$ cat src/b64le_pkg.sv
// ----------------------------------------------------------------------------
// b64le_pkg: shared types and constants of the line-wrapped base64 encoder
// Holds the character codes, the burst type passed from the group stage to
// the character emitter, and the base64 symbol lookup.
// ----------------------------------------------------------------------------
package b64le_pkg;

	localparam int unsigned BURST_MAX = 6;
	localparam int unsigned CNT_W     = 3;

	localparam logic [7:0] LINE_FEED = 8'h0A;
	localparam logic [7:0] PAD_CHAR  = 8'h3D;

	// Characters caused by one input item, in emit order
	typedef struct packed {
		logic                            load;
		logic [BURST_MAX-1:0][7:0]       chars;
		logic [CNT_W-1:0]                count;
		logic                            msg_end;
	} burst_t;

	// Map a six-bit value onto the standard base64 alphabet
	function automatic logic [7:0] sym(input logic [5:0] six);
		logic [7:0] v;
		v = {2'b00, six};
		if (six < 6'd26) begin
			sym = 8'h41 + v;
		end else if (six < 6'd52) begin
			sym = 8'h61 + (v - 8'd26);
		end else if (six < 6'd62) begin
			sym = 8'h30 + (v - 8'd52);
		end else if (six == 6'd62) begin
			sym = 8'h2B;
		end else begin
			sym = 8'h2F;
		end
	endfunction

endpackage

$ cat src/b64le_in_if.sv
// ----------------------------------------------------------------------------
// b64le_in_if: byte input channel
// Valid/ready channel carrying one message byte and its end flag.
// ----------------------------------------------------------------------------
interface b64le_in_if;
	logic       valid;
	logic       ready;
	logic [7:0] data_byte;
	logic       last_byte;

	modport source (output valid, output data_byte, output last_byte, input ready);
	modport sink (input valid, input data_byte, input last_byte, output ready);
endinterface

$ cat src/b64le_out_if.sv
// ----------------------------------------------------------------------------
// b64le_out_if: character output channel
// Valid/ready channel carrying one output character and its markers.
// ----------------------------------------------------------------------------
interface b64le_out_if;
	logic       valid;
	logic       ready;
	logic [7:0] out_char;
	logic       run_last;
	logic       message_end;

	modport source (output valid, output out_char, output run_last, output message_end,
		input ready);
	modport sink (input valid, input out_char, input run_last, input message_end,
		output ready);
endinterface

$ cat src/b64le_group.sv
// ----------------------------------------------------------------------------
// b64le_group: group assembly and character generation
// Holds the open three-byte group and the line position, and turns each
// accepted item into the burst of characters it causes.
// ----------------------------------------------------------------------------
module b64le_group
	import b64le_pkg::*;
#(
	parameter int unsigned GROUPS_PER_LINE = 18
) (
	input  logic       clk,
	input  logic       arst_n,
	input  logic       accept,
	input  logic [7:0] data_byte,
	input  logic       last_byte,
	output burst_t     burst
);

	localparam int unsigned GW = $clog2(GROUPS_PER_LINE + 1);
	localparam logic [GW-1:0] GROUP_WRAP = GW'(GROUPS_PER_LINE - 1);

	logic [7:0]    held_first_q;
	logic [7:0]    held_second_q;
	logic [1:0]    phase_q;
	logic [GW-1:0] groups_q;

	logic [7:0]    first_d;
	logic [7:0]    second_d;
	logic [1:0]    phase_d;
	logic [GW-1:0] groups_d;

	// Build the character burst and the next state
	always_comb begin
		logic [7:0] a;
		logic [7:0] b;
		logic [CNT_W-1:0] n;
		burst.chars   = '0;
		burst.msg_end = last_byte;
		first_d       = held_first_q;
		second_d      = held_second_q;
		phase_d       = phase_q;
		groups_d      = groups_q;
		n             = '0;
		a             = held_first_q;
		b             = held_second_q;

		if (phase_q == 2'd2) begin
			burst.chars[0] = sym(a[7:2]);
			burst.chars[1] = sym({a[1:0], b[7:4]});
			burst.chars[2] = sym({b[3:0], data_byte[7:6]});
			burst.chars[3] = sym(data_byte[5:0]);
			n       = CNT_W'(4);
			phase_d = 2'd0;
			if (groups_q == GROUP_WRAP) begin
				burst.chars[4] = LINE_FEED;
				n        = CNT_W'(5);
				groups_d = '0;
			end else begin
				groups_d = groups_q + GW'(1);
			end
		end else if (phase_q == 2'd1) begin
			second_d = data_byte;
			phase_d  = 2'd2;
		end else begin
			first_d = data_byte;
			phase_d = 2'd1;
		end

		if (last_byte) begin
			// Pad a leftover of one or two bytes; the full-group case left n above zero
			if (phase_q == 2'd1) begin
				burst.chars[0] = sym(a[7:2]);
				burst.chars[1] = sym({a[1:0], data_byte[7:4]});
				burst.chars[2] = sym({data_byte[3:0], 2'b00});
				burst.chars[3] = PAD_CHAR;
				n = CNT_W'(4);
			end else if (phase_q == 2'd0) begin
				burst.chars[0] = sym(data_byte[7:2]);
				burst.chars[1] = sym({data_byte[1:0], 4'b0000});
				burst.chars[2] = PAD_CHAR;
				burst.chars[3] = PAD_CHAR;
				n = CNT_W'(4);
			end
			burst.chars[n] = LINE_FEED;
			n        = n + CNT_W'(1);
			first_d  = '0;
			second_d = '0;
			phase_d  = '0;
			groups_d = '0;
		end

		burst.count = n;
		burst.load  = accept && (n != '0);
	end

	// Hold the open group and line position
	always_ff @(posedge clk or negedge arst_n) begin
		if (!arst_n) begin
			held_first_q  <= '0;
			held_second_q <= '0;
			phase_q       <= '0;
			groups_q      <= '0;
		end else if (accept) begin
			held_first_q  <= first_d;
			held_second_q <= second_d;
			phase_q       <= phase_d;
			groups_q      <= groups_d;
		end
	end

endmodule

$ cat src/b64le_emit.sv
// ----------------------------------------------------------------------------
// b64le_emit: character emitter
// Registers a burst of characters and sends them out one per cycle while the
// receiver is ready, marking the burst's last character and the message end.
// ----------------------------------------------------------------------------
module b64le_emit
	import b64le_pkg::*;
(
	input  logic                clk,
	input  logic                arst_n,
	input  burst_t              burst,
	output logic                room,
	b64le_out_if.source         char_out
);

	logic [BURST_MAX-1:0][7:0] chars_q;
	logic [CNT_W-1:0]          count_q;
	logic [CNT_W-1:0]          idx_q;
	logic                      end_q;
	logic                      busy_q;
	logic                      at_last;
	logic                      fire;

	assign at_last = (idx_q == count_q - CNT_W'(1));
	assign fire    = busy_q && char_out.ready;
	assign room    = !busy_q || (fire && at_last);

	assign char_out.valid       = busy_q;
	assign char_out.out_char    = chars_q[idx_q];
	assign char_out.run_last    = at_last;
	assign char_out.message_end = at_last && end_q;

	// Load a new burst or advance through the current one
	always_ff @(posedge clk or negedge arst_n) begin
		if (!arst_n) begin
			busy_q <= 1'b0;
			idx_q  <= '0;
		end else if (burst.load) begin
			busy_q <= 1'b1;
			idx_q  <= '0;
		end else if (fire) begin
			busy_q <= !at_last;
			idx_q  <= idx_q + CNT_W'(1);
		end
	end

	// Hold the burst payload
	always_ff @(posedge clk) begin
		if (burst.load) begin
			chars_q <= burst.chars;
			count_q <= burst.count;
			end_q   <= burst.msg_end;
		end
	end

endmodule

$ cat src/base64_line_wrapped_encoder.sv
// Timing: the first character of an item is valid in the cycle after its acceptance.
// Throughput: one character per cycle while the receiver is ready, set by the
// single character output port, with no new item taken mid-burst.
// Items causing no characters are taken in the next cycle the emitter has room.
// Reset: arst_n clears the open group, the line position and the emitter.
// ----------------------------------------------------------------------------
// base64_line_wrapped_encoder: base64 encoder with line wrapping
// Encodes a byte stream into base64 with a line feed after every
// GROUPS_PER_LINE groups and a padded tail and final line feed per message.
// ----------------------------------------------------------------------------
module base64_line_wrapped_encoder
	import b64le_pkg::*;
#(
	parameter int unsigned GROUPS_PER_LINE = 18
) (
	input  logic        clk,
	input  logic        arst_n,
	b64le_in_if.sink    byte_in,
	b64le_out_if.source char_out
);

	burst_t burst;
	logic   room;
	logic   accept;

	assign byte_in.ready = room;
	assign accept        = byte_in.valid && room;

	// Assemble groups and generate characters
	b64le_group #(
		.GROUPS_PER_LINE(GROUPS_PER_LINE)
	) u_group (
		.clk       (clk),
		.arst_n    (arst_n),
		.accept    (accept),
		.data_byte (byte_in.data_byte),
		.last_byte (byte_in.last_byte),
		.burst     (burst)
	);

	// Send characters one per cycle while the receiver is ready
	b64le_emit u_emit (
		.clk      (clk),
		.arst_n   (arst_n),
		.burst    (burst),
		.room     (room),
		.char_out (char_out)
	);

endmodule

$ cat src/flat_wrapper.sv
// flat-port wrapper written by rule: the top's interface ports become plain ports
module base64_line_wrapped_encoder_flat import b64le_pkg::*;
#(
	parameter int unsigned GROUPS_PER_LINE = 18
)
  (clk, arst_n, byte_in_valid, byte_in_data_byte, byte_in_last_byte, byte_in_ready, char_out_valid, char_out_out_char, char_out_run_last, char_out_message_end, char_out_ready);
  b64le_in_if byte_in_i ();
  b64le_out_if char_out_i ();
  input  logic clk;
  input  logic arst_n;
  input wire logic [$bits(byte_in_i.valid)-1:0] byte_in_valid;
  input wire logic [$bits(byte_in_i.data_byte)-1:0] byte_in_data_byte;
  input wire logic [$bits(byte_in_i.last_byte)-1:0] byte_in_last_byte;
  output wire logic [$bits(byte_in_i.ready)-1:0] byte_in_ready;
  output wire logic [$bits(char_out_i.valid)-1:0] char_out_valid;
  output wire logic [$bits(char_out_i.out_char)-1:0] char_out_out_char;
  output wire logic [$bits(char_out_i.run_last)-1:0] char_out_run_last;
  output wire logic [$bits(char_out_i.message_end)-1:0] char_out_message_end;
  input wire logic [$bits(char_out_i.ready)-1:0] char_out_ready;
  assign byte_in_i.valid = byte_in_valid;
  assign byte_in_i.data_byte = byte_in_data_byte;
  assign byte_in_i.last_byte = byte_in_last_byte;
  assign byte_in_ready = byte_in_i.ready;
  assign char_out_valid = char_out_i.valid;
  assign char_out_out_char = char_out_i.out_char;
  assign char_out_run_last = char_out_i.run_last;
  assign char_out_message_end = char_out_i.message_end;
  assign char_out_i.ready = char_out_ready;
  base64_line_wrapped_encoder #(.GROUPS_PER_LINE(GROUPS_PER_LINE)) u_core (.clk(clk), .arst_n(arst_n), .byte_in(byte_in_i), .char_out(char_out_i));
endmodule
$ cat config.mk
export PLATFORM = sky130hd
export DESIGN_NAME = base64_line_wrapped_encoder_flat
export DESIGN_NICKNAME = d
export VERILOG_FILES = /design/src/b64le_pkg.sv /design/src/b64le_in_if.sv /design/src/b64le_out_if.sv /design/src/b64le_group.sv /design/src/b64le_emit.sv /design/src/base64_line_wrapped_encoder.sv /design/src/flat_wrapper.sv
export SDC_FILE = /design/constraint.sdc
export NUM_CORES = 1
export LEC_CHECK = 0
export BUFFER_PORTS_ARGS = -buffer_cell sky130_fd_sc_hd__buf_2
export CAP_MARGIN = 25
export CORE_UTILIZATION = 35
export CTS_CLUSTER_DIAMETER = 150
export DETAILED_ROUTE_END_ITERATION = 12
export GPL_TIMING_DRIVEN = 0
export PLACE_DENSITY = 0.53
export SYNTH_ARGS = -nofsm -noshare
export SYNTH_HDL_FRONTEND = slang
export SYNTH_HIERARCHICAL = 1
export SYNTH_SLANG_ARGS = --single-unit
$ cat constraint.sdc
create_clock -name clk -period 3.9 [get_ports clk]
set_clock_uncertainty 0.15 [all_clocks]
set_input_delay 0.39 -clock clk [delete_from_list [all_inputs] [get_ports clk]]
set_output_delay 0.39 -clock clk [all_outputs]
set_load 0.02 [all_outputs]
==> run metrics, run 1 <==
outcome finished, final reports clean; final WL around 19000 µm; Static Leak between 3 and 4 nW; Critical Path AT around 3.5 ns; Non-Filler Instances between 1000 and 1500; Worst setup SP type flip-flop; Setup Fix Bufs, Post-CTS 0; Nets around 900; wire per inst between 15 and 20 µm; initial antenna violation count 0; Cell variety after synth 76; post-route ant nets 0; worst-path fanout max 35; VDD IR max about 270 µV; grt total ovfl 0; row cnt 51; Initial Util 0.361; most frequent cells in the layout 107 x nand2_1, 69 x ha_1, 67 x a21oi_1; layout cells sized above 1 0.122; Post-Syn Instances between 700 and 800; cell taking the most area after synthesis edfxtp_1; Critical Path Start u_core/u_emit/count_q[0]$_DFFE_PP_; min-delay src char_out_ready; RD Place Congestion around 0.93; ys async rst share 0.342; CTS tree built; Final period util 0.918; synthesized flop and latch total 79; Reg clk slew, reported paths around 0.070 ns; family with the most delay on the worst path compound AO/OA/AOI/OAI gates; Req. time, crit path between 3 and 4 ns; DRC viols 0; Most used DFF post-synth edfxtp_1; Die H 144 µm; setup tns final 0 ns; Longest Clk Path Bufs 2; Die Area 20800 µm²; Yosys top cell area share 0.220; YS warnings 6; Routed met3 length a little over 1000 µm; Max Cap Viol 0; cell area after layout just under 8000 µm²; vias around 5900; Area Growth Syn to Fin 11.5%; DP HPWL approximately 15000 µm; worst skew pair latency roughly 0.35 ns; clock root cell clkbuf_16; IO Count 25; sequential fraction of the synthesis area 0.316; HP Class input pin to flip-flop; Die Wd ~140 µm; first-pass GRT wire length between 30000 and 40000 µm; max-slew violation count 0; largest net degree at the start of global routing 36; CP peak stage delay about 0.58 ns; Worst Max-Slew Pin Slew roughly 0.7 ns; unrepaired setup endpoints after global routing no; number of port buffers 24; Reg-to-Reg Start u_core/u_emit/count_q[0]$_DFFE_PP_; ANT cells 0; top cells by area, synth edfxtp_1 22%, ha_1 12%, dfrtp_1 9.5%; Slew Limit Headroom 0.535; crit path kind flip-flop to flip-flop; Hold Vio Cnt, Final 0; Worst Setup End Kind flip-flop; DRT Pass-1 Iters 5; H-tree depth 3; crit-path cells inv_1 > ha_1 > xnor3_1 > nand4_1 > nand2_1 > and2_1 > clkbuf_1 > a21boi_1 > a31o_2 > buf_12; metal2 WL 8990 µm; max layer used met4; fin crit period 3.58 ns; DP Area about 7600 µm²; total power ~5.0 mW; Num CTS Buffers 9; Iter 0 DRT Violations roughly 440; total track usage 0.197; core area roughly 20000 µm²; clock sink count between 70 and 80; Filler cells ~2000; Max Freq 279 MHz; Vias/cell around 5.3; Setup violations, final 0; slowest cell on the critical path a31o_2; PD cells between 600 and 700 nW/µm²; buffers and inverters on the worst path 3; M1 wire length 9180 µm; commonest non-fill, non-tap cell in the layout nand2_1; Post-synth EDFFs between 50 and 60; placed cells 1093; vias in the first global route 5529; Mapped Avg Cell Area approximately 9.0 µm²; Syn Std Cell Area roughly 7100 µm²
[per-layer routing]
| metal | track usage | vias to the layer above |
|---|---|---|
| met2 | 0.319 | 160 |
| met4 | 0.0510 | 0 |
| li1 | - | 2911 |
| met3 | 0.0417 | 16 |
| met5 | 0 | - |
| met1 | 0.264 | 2771 |
[cells by family (layout without fill, tap and decap cells)]
logic type	count (synthesis)	in the layout	synth area share
muxes	21	21	0.0464
AOI/OAI and AO/OA	216	216	0.189
buffers and inverters	95	137	0.0695
adders and majority gates	69	69	0.122
xor gates and xnor gates	82	82	0.108
other	1	12	0.000529
and+or+nand+nor	229	229	0.149
DFF	79	79	0.316
[worst reg2reg max path: stages, from the launching register on]
cell      delay [ns]
edfxtp_1        0.38
inv_1           0.06
ha_1            0.20
xnor3_1         0.29
nand4_1         0.12
nand2_1         0.10
and2_1          0.18
clkbuf_1        0.38
a21boi_1        0.51
a31o_2          0.58
buf_12          0.29
[metrics by stage]
step	utilization	setup WS, ns	hold WS [ns]
final	0.402	0.318	0.177
after global routing	0.402	0.0455	0.188
after CTS	0.402	0.0993	0.167
after detailed placement	0.387	0.112	0.320
after global placement	0.386	-0.226	0.320
after floorplan	-	0.488	-0.0556
[final timing paths]
kind / to / slack (ns) / depth (start not counted)
worst min-delay path: u_core/u_emit/idx_q[1]$_DFFE_PN0P_ / 0.18 / 3
max in group asynchronous: u_core/u_group/held_first_q[5]$_DFFE_PN0P_ / 2.71 / 2
min in group asynchronous: u_core/u_emit/idx_q[1]$_DFFE_PN0P_ / 0.45 / 2
worst max-delay path: u_core/u_emit/chars_q[2]$_DFFE_PP_ / 0.32 / 10
worst min register to register: u_core/u_group/groups_q[4]$_DFFE_PN0P_ / 0.39 / 2
worst max register to register: u_core/u_emit/chars_q[2]$_DFFE_PP_ / 0.32 / 10
[state kept, by name, indices dropped and copies added, names as in the netlist]
name                          flops
u_core/u_group/phase_q            2
u_core/u_emit/idx_q               3
u_core/u_emit/chars_q            48
u_core/u_group/groups_q           5
u_core/u_emit/char_out.valid      1
u_core/u_group/held_first_q       8
u_core/u_emit/count_q             3
u_core/u_group/held_second_q      8
u_core/u_emit/end_q               1
[power breakdown]
group / leakage [nW] / switching [mW] / internal, mW
clock network: 0.137 / 0.374 / 0.447
registers: 0.831 / 0.206 / 1.17
logic: 2.24 / 1.70 / 1.10
total: 3.21 / 2.28 / 2.71
[cells in the mapped netlist, types with 4 or more instances]
cell type and number:
nor2_1 43, a31oi_1 11, o21ai_0 52, nor3_1 11, a211oi_1 6, o31ai_1 4, xnor2_1 44, mux2i_1 13
o22ai_1 13, nand4_1 7, o211ai_1 11, inv_1 35, nand2_1 107, edfxtp_1 52, mux4_1 5, o21ai_1 6
clkbuf_1 14, xor2_1 34, a221oi_1 7, nand3_1 18, nor2b_1 8, buf_2 17, nand2b_1 7, a21o_1 5
a21oi_1 67, buf_4 20, dfrtp_1 27, ha_1 69
[area by class of cell]
| cell class | instances | area (µm²) | share of cell area |
|---|---|---|---|
| timing repair buffer | 26 | 150 | 0.0190 |
| clock inverter | 7 | 63.8 | 0.00807 |
| inverter | 38 | 143 | 0.0180 |
| multi-input combinational | 629 | 4400 | 0.557 |
| sequential | 79 | 2240 | 0.283 |
| buffer | 57 | 350 | 0.0443 |
| clock buffer | 9 | 225 | 0.0285 |
| tap | 265 | 332 | 0.0420 |
[repair_timing]
| item | in CTS | in global routing |
|---|---|---|
| hold endpoints to repair | 27 | 0 |
| setup endpoints to repair | 0 | 35 |
| gates resized for setup | 0 | 1 |
| hold buffers | 1 | 0 |
No activity file was read; power rests on OpenSTA's default activity.
==> inputs of run 2 (changes only) <==
BUFFER_PORTS_ARGS = default   (was -buffer_cell sky130_fd_sc_hd__buf_2)
DONT_BUFFER_PORTS = 1   (was default)
PLACE_DENSITY = 0.52   (was 0.53)
==> run metrics, run 2 (synthesis results as in run 1) <==
wire per inst 18.1 µm; CP peak stage delay about 0.50 ns; slowest cell on the critical path a21boi_1; Max Freq between 200 and 300 MHz; Slew Limit Headroom 0.514; vias in the first global route 5627; total track usage 0.200; PD cells ~640 nW/µm²; VDD IR max ~350 µV; commonest non-fill, non-tap cell in the layout nand2_1; clock root cell clkbuf_16; IO Count 25; core area 19700 µm²; fin crit period ~3.6 ns; Area Growth Syn to Fin 10.5%; max-slew violation count 0; Non-Filler Instances 1087; most frequent cells in the layout 107 x nand2_1, 69 x ha_1, 67 x a21oi_1; first-pass GRT wire length between 30000 and 40000 µm; crit path kind flip-flop to flip-flop; grt total ovfl 0; Setup Fix Bufs, Post-CTS 0; Static Leak around 3.1 nW; setup tns final 0 ns; Nets between 800 and 900; Worst R2R Setup Slack about 0.35 ns; biggest regs u_core/u_emit/chars_q (48), u_core/u_group/held_first_q (8), u_core/u_group/held_second_q (8); Setup violations, final 0; final worst slack between 0.3 and 0.4 ns; Vias/cell between 5 and 6; Worst Setup End Kind flip-flop; DRT Pass-1 Iters 5; final WL roughly 20000 µm; Critical Path AT 3.44 ns; DRC viols 0; Longest Clk Path Bufs 2; Worst setup SP type flip-flop; unrepaired setup endpoints after global routing no; CTS tree built; number of port buffers 0; DP HPWL approximately 15000 µm; Final period util 0.910; worst-path fanout max 33; Top reg by flops u_core/u_emit/chars_q; row cnt 51; max reg flops 48; Reg clk slew, reported paths about 0.06 ns; Max Cap Viol 0; Worst Max-Slew Pin Slew between 0.7 and 0.8 ns; family with the most delay on the worst path compound AO/OA/AOI/OAI gates; dpl ws -0.0721 ns; Die Wd between 100 and 150 µm; outcome finished, final reports clean; worst skew pair latency around 0.35 ns; Req. time, crit path ~3.8 ns; Initial Util 0.361; largest net degree at the start of global routing 34; buffers and inverters on the worst path 3; H-tree depth 3; crit-path cells inv_1 > ha_1 > xnor3_1 > nand4_1 > nand2_1 > and2_1 > clkbuf_1 > a21boi_1 > a31o_4 > buf_12; Hold Vio Cnt, Final 0; vias around 5800; clock sink count between 70 and 80; initial antenna violation count 0; Num CTS Buffers 9; Die Area 20800 µm²; placed cells around 1100; post-route ant nets 0; Iter 0 DRT Violations between 400 and 500; RD Place Congestion between 0.9 and 1; Die H around 140 µm; HP Class input pin to flip-flop; ANT cells 0; layout cells sized above 1 0.0973
## run 2: changes by cell type in the layout (fill, tap and decap cells not counted)
cell | previous run | this run
buf_12 | 2 | 3
bufinv_16 | 0 | 1
clkinvlp_4 | 2 | 0
clkinv_4 | 0 | 1
buf_2 | 41 | 17
a31o_4 | 0 | 1
a31o_2 | 1 | 0
## run 2: path summary, 6_finish.rpt
| check | depth (start not counted) | start | endpoint |
|---|---|---|---|
| setup / recovery | 10 | u_core/u_emit/count_q[0]$_DFFE_PP_ | u_core/u_emit/chars_q[28]$_DFFE_PP_ |
| hold / removal | 2 | char_out_ready | u_core/u_emit/idx_q[1]$_DFFE_PN0P_ |
| setup reg to reg | 10 | u_core/u_emit/count_q[0]$_DFFE_PP_ | u_core/u_emit/chars_q[28]$_DFFE_PP_ |
| hold reg to reg | 2 | u_core/u_group/groups_q[4]$_DFFE_PN0P_ | u_core/u_group/groups_q[4]$_DFFE_PN0P_ |
| max in group asynchronous | 2 | arst_n | u_core/u_group/held_second_q[6]$_DFFE_PN0P_ |
| min in group asynchronous | 2 | arst_n | u_core/u_emit/idx_q[2]$_DFFE_PN0P_ |
## run 2: per-stage QoR
stage / area [µm²] / hold slack (ns) / power, mW / util
2_1_floorplan: 7130 / -0.0556 / 3.41 / -
3_3_place_gp: 7460 / -0.0542 / 4.08 / 0.380
3_5_place_dp: 7480 / -0.0542 / 4.09 / 0.381
4_1_cts: 7840 / 0.0281 / 5.01 / 0.399
5_1_grt: 7840 / 0.0405 / 5.37 / 0.399
6_report: 7840 / 0.0372 / 4.99 / 0.399
## run 2: per-layer routing
layer  global-route usage  part of all wire
met3               0.0371             0.043
met1                0.274              0.48
met2                0.315              0.45
met4               0.0648             0.023
met5                    0                 0
## run 2: repair_timing
item / CTS / global route
hold buffers: 2 / 0
endpoints found under the setup margin: 29 / 33
hold endpoints to repair: 27 / 0
resized for setup: 1 / 1
## run 2: final cells by class
cell class | instances | area (µm²)
Fill cell | 2061 | 11800
Clock inverter | 7 | 87.6
Inverter | 38 | 143
Tap cell | 265 | 332
Clock buffer | 9 | 225
Multi-Input combinational cell | 629 | 4410
Buffer | 57 | 350
Sequential cell | 79 | 2240
Timing Repair Buffer | 3 | 50.0
## run 2: report_power, final
part | internal [mW] | total (mW) | switching [mW]
Combinational | 1.05 | 2.74 | 1.69
Sequential | 1.17 | 1.38 | 0.213
Clock | 0.512 | 0.878 | 0.366
==> inputs of run 3 (changes only) <==
clock period = 3.65 ns   (was 3.9 ns; I/O delays follow)
==> run metrics, run 3 (synthesis results as in run 1) <==
outcome finished, final reports clean; Setup Fix Bufs, Post-CTS 0; biggest regs u_core/u_emit/chars_q (48), u_core/u_group/held_first_q (8), u_core/u_group/held_second_q (8); core area 19700 µm²; vias in the first global route roughly 5600; Area Growth Syn to Fin 10.6%; H-tree depth 3; slowest cell on the critical path edfxtp_1; post-route ant nets 0; Initial Util 0.361; Die Area ~21000 µm²; max-slew violation count 0; final WL 19600 µm; Die H between 100 and 150 µm; Die Wd approximately 140 µm; most frequent cells in the layout 107 x nand2_1, 69 x ha_1, 67 x a21oi_1; HP Class input pin to flip-flop; Worst setup SP type flip-flop; first-pass GRT wire length between 30000 and 40000 µm; dpl ws -0.322 ns; DRC viols 0; worst-path fanout max 33; VDD IR max 375 µV; unrepaired setup endpoints after global routing no; initial antenna violation count 0; Max Cap Viol 0; RD Place Congestion approximately 0.95; total track usage 0.200; Nets between 800 and 900; Max Freq 306 MHz; Longest Clk Path Bufs 2; final worst slack between 0.3 and 0.4 ns; crit path kind flip-flop to flip-flop; Num CTS Buffers 9; number of port buffers 0; wire per inst approximately 18 µm; CTS tree built; worst skew pair latency about 0.35 ns; Worst Max-Slew Pin Slew about 0.72 ns; Setup violations, final 0; CP peak stage delay between 0.3 and 0.4 ns; Static Leak between 3 and 4 nW; Worst Setup End Kind flip-flop; Slew Limit Headroom 0.514; largest net degree at the start of global routing 34; row cnt a little over 50; Hold Vio Cnt, Final 0; ANT cells 0; Top reg by flops u_core/u_emit/chars_q; clock root cell clkbuf_16; DRT Pass-1 Iters 5; max reg flops 48; vias about 5800; PD cells ~700 nW/µm²; layout cells sized above 1 0.0998; DP HPWL around 15000 µm; fin crit period 3.26 ns; Vias/cell about 5.3; Req. time, crit path about 3.5 ns; commonest non-fill, non-tap cell in the layout nand2_1; grt total ovfl 0; IO Count 25; Filler cells about 2000; Iter 0 DRT Violations ~430; Final period util 0.894; clock sink count just under 80; Critical Path AT between 3 and 4 ns; crit-path cells inv_1 > ha_1 > xnor3_1 > nand4_1 > nand2_1 > and2_1 > clkbuf_2 > a21boi_2 > a31o_4 > buf_12; post-layout util 0.399; Reg clk slew, reported paths approximately 0.060 ns
-- run 3: cell types whose count changed in the layout (fill, tap and decap cells not counted) --
cell	change
clkbuf_2	+1
a21boi_2	+1
a21boi_1	-1
clkbuf_1	-1
-- run 3: final timing paths --
kind	to	depth (start not counted)	startpoint	slack, ns
worst max-delay path	u_core/u_emit/chars_q[28]$_DFFE_PP_	10	u_core/u_emit/count_q[0]$_DFFE_PP_	0.39
worst min-delay path	u_core/u_emit/idx_q[1]$_DFFE_PN0P_	2	char_out_ready	0.01
worst max register to register	u_core/u_emit/chars_q[28]$_DFFE_PP_	10	u_core/u_emit/count_q[0]$_DFFE_PP_	0.39
worst min register to register	u_core/u_group/groups_q[4]$_DFFE_PN0P_	2	u_core/u_group/groups_q[4]$_DFFE_PN0P_	0.40
max in group asynchronous	u_core/u_group/held_second_q[6]$_DFFE_PN0P_	2	arst_n	2.88
min in group asynchronous	u_core/u_emit/idx_q[2]$_DFFE_PN0P_	2	arst_n	0.30
-- run 3: worst max-delay path, delay by kind of cell, from the launching register on --
family | cells | cell delay (ns)
compound gates | 2 | 0.72
xor+xnor | 1 | 0.31
fa+ha+maj | 1 | 0.21
buf+inv | 3 | 0.57
flops | 1 | 0.39
simple gates | 3 | 0.59
-- run 3: area by class of cell --
| cell class | count | area, µm² | share of cell area |
|---|---|---|---|
| Buffer | 57 | 352 | 0.0448 |
| Clock buffer | 9 | 225 | 0.0287 |
| Clock inverter | 7 | 87.6 | 0.0112 |
| Inverter | 38 | 143 | 0.0182 |
| Multi-Input combinational cell | 629 | 4410 | 0.563 |
| Sequential cell | 79 | 2240 | 0.285 |
| Tap cell | 265 | 332 | 0.0423 |
| Timing Repair Buffer | 3 | 50.0 | 0.00638 |
-- run 3: timing repair --
action,CTS,global route
resized for setup,2,3
endpoints found under the hold margin,27,0
hold buffers,2,0
setup endpoints to repair,56,33
pin swaps,0,0
-- run 3: layer usage --
layer / global-route usage / vias up / part of all wire / routed length (µm)
met5: 0 / - / 0 / 0
met3: 0.0371 / 28 / 0.047 / 921
met4: 0.0648 / 0 / 0.025 / 485
li1: - / 2862 / - / -
met2: 0.315 / 143 / 0.45 / 8890
met1: 0.274 / 2730 / 0.48 / 9340
-- run 3: stage by stage --
stage	TNS (ns)	std cells	area (µm²)	hold WS [ns]	total power, mW
5_1_grt	0	1087	7840	0.0155	5.74
4_1_cts	0	1087	7840	0.00312	5.36
3_5_place_dp	-11.78	1069	7480	-0.0792	4.37
3_3_place_gp	-32.81	1068	7460	-0.0792	4.36
2_1_floorplan	0	803	7130	-0.0806	3.65
6_report	0	1087	7840	0.0135	5.34
-- run 3: power by group --
group / switching [mW] / total, mW / internal [mW]
sequential: 0.228 / 1.47 / 1.25
clock: 0.390 / 0.938 / 0.547
combinational: 1.80 / 2.92 / 1.12
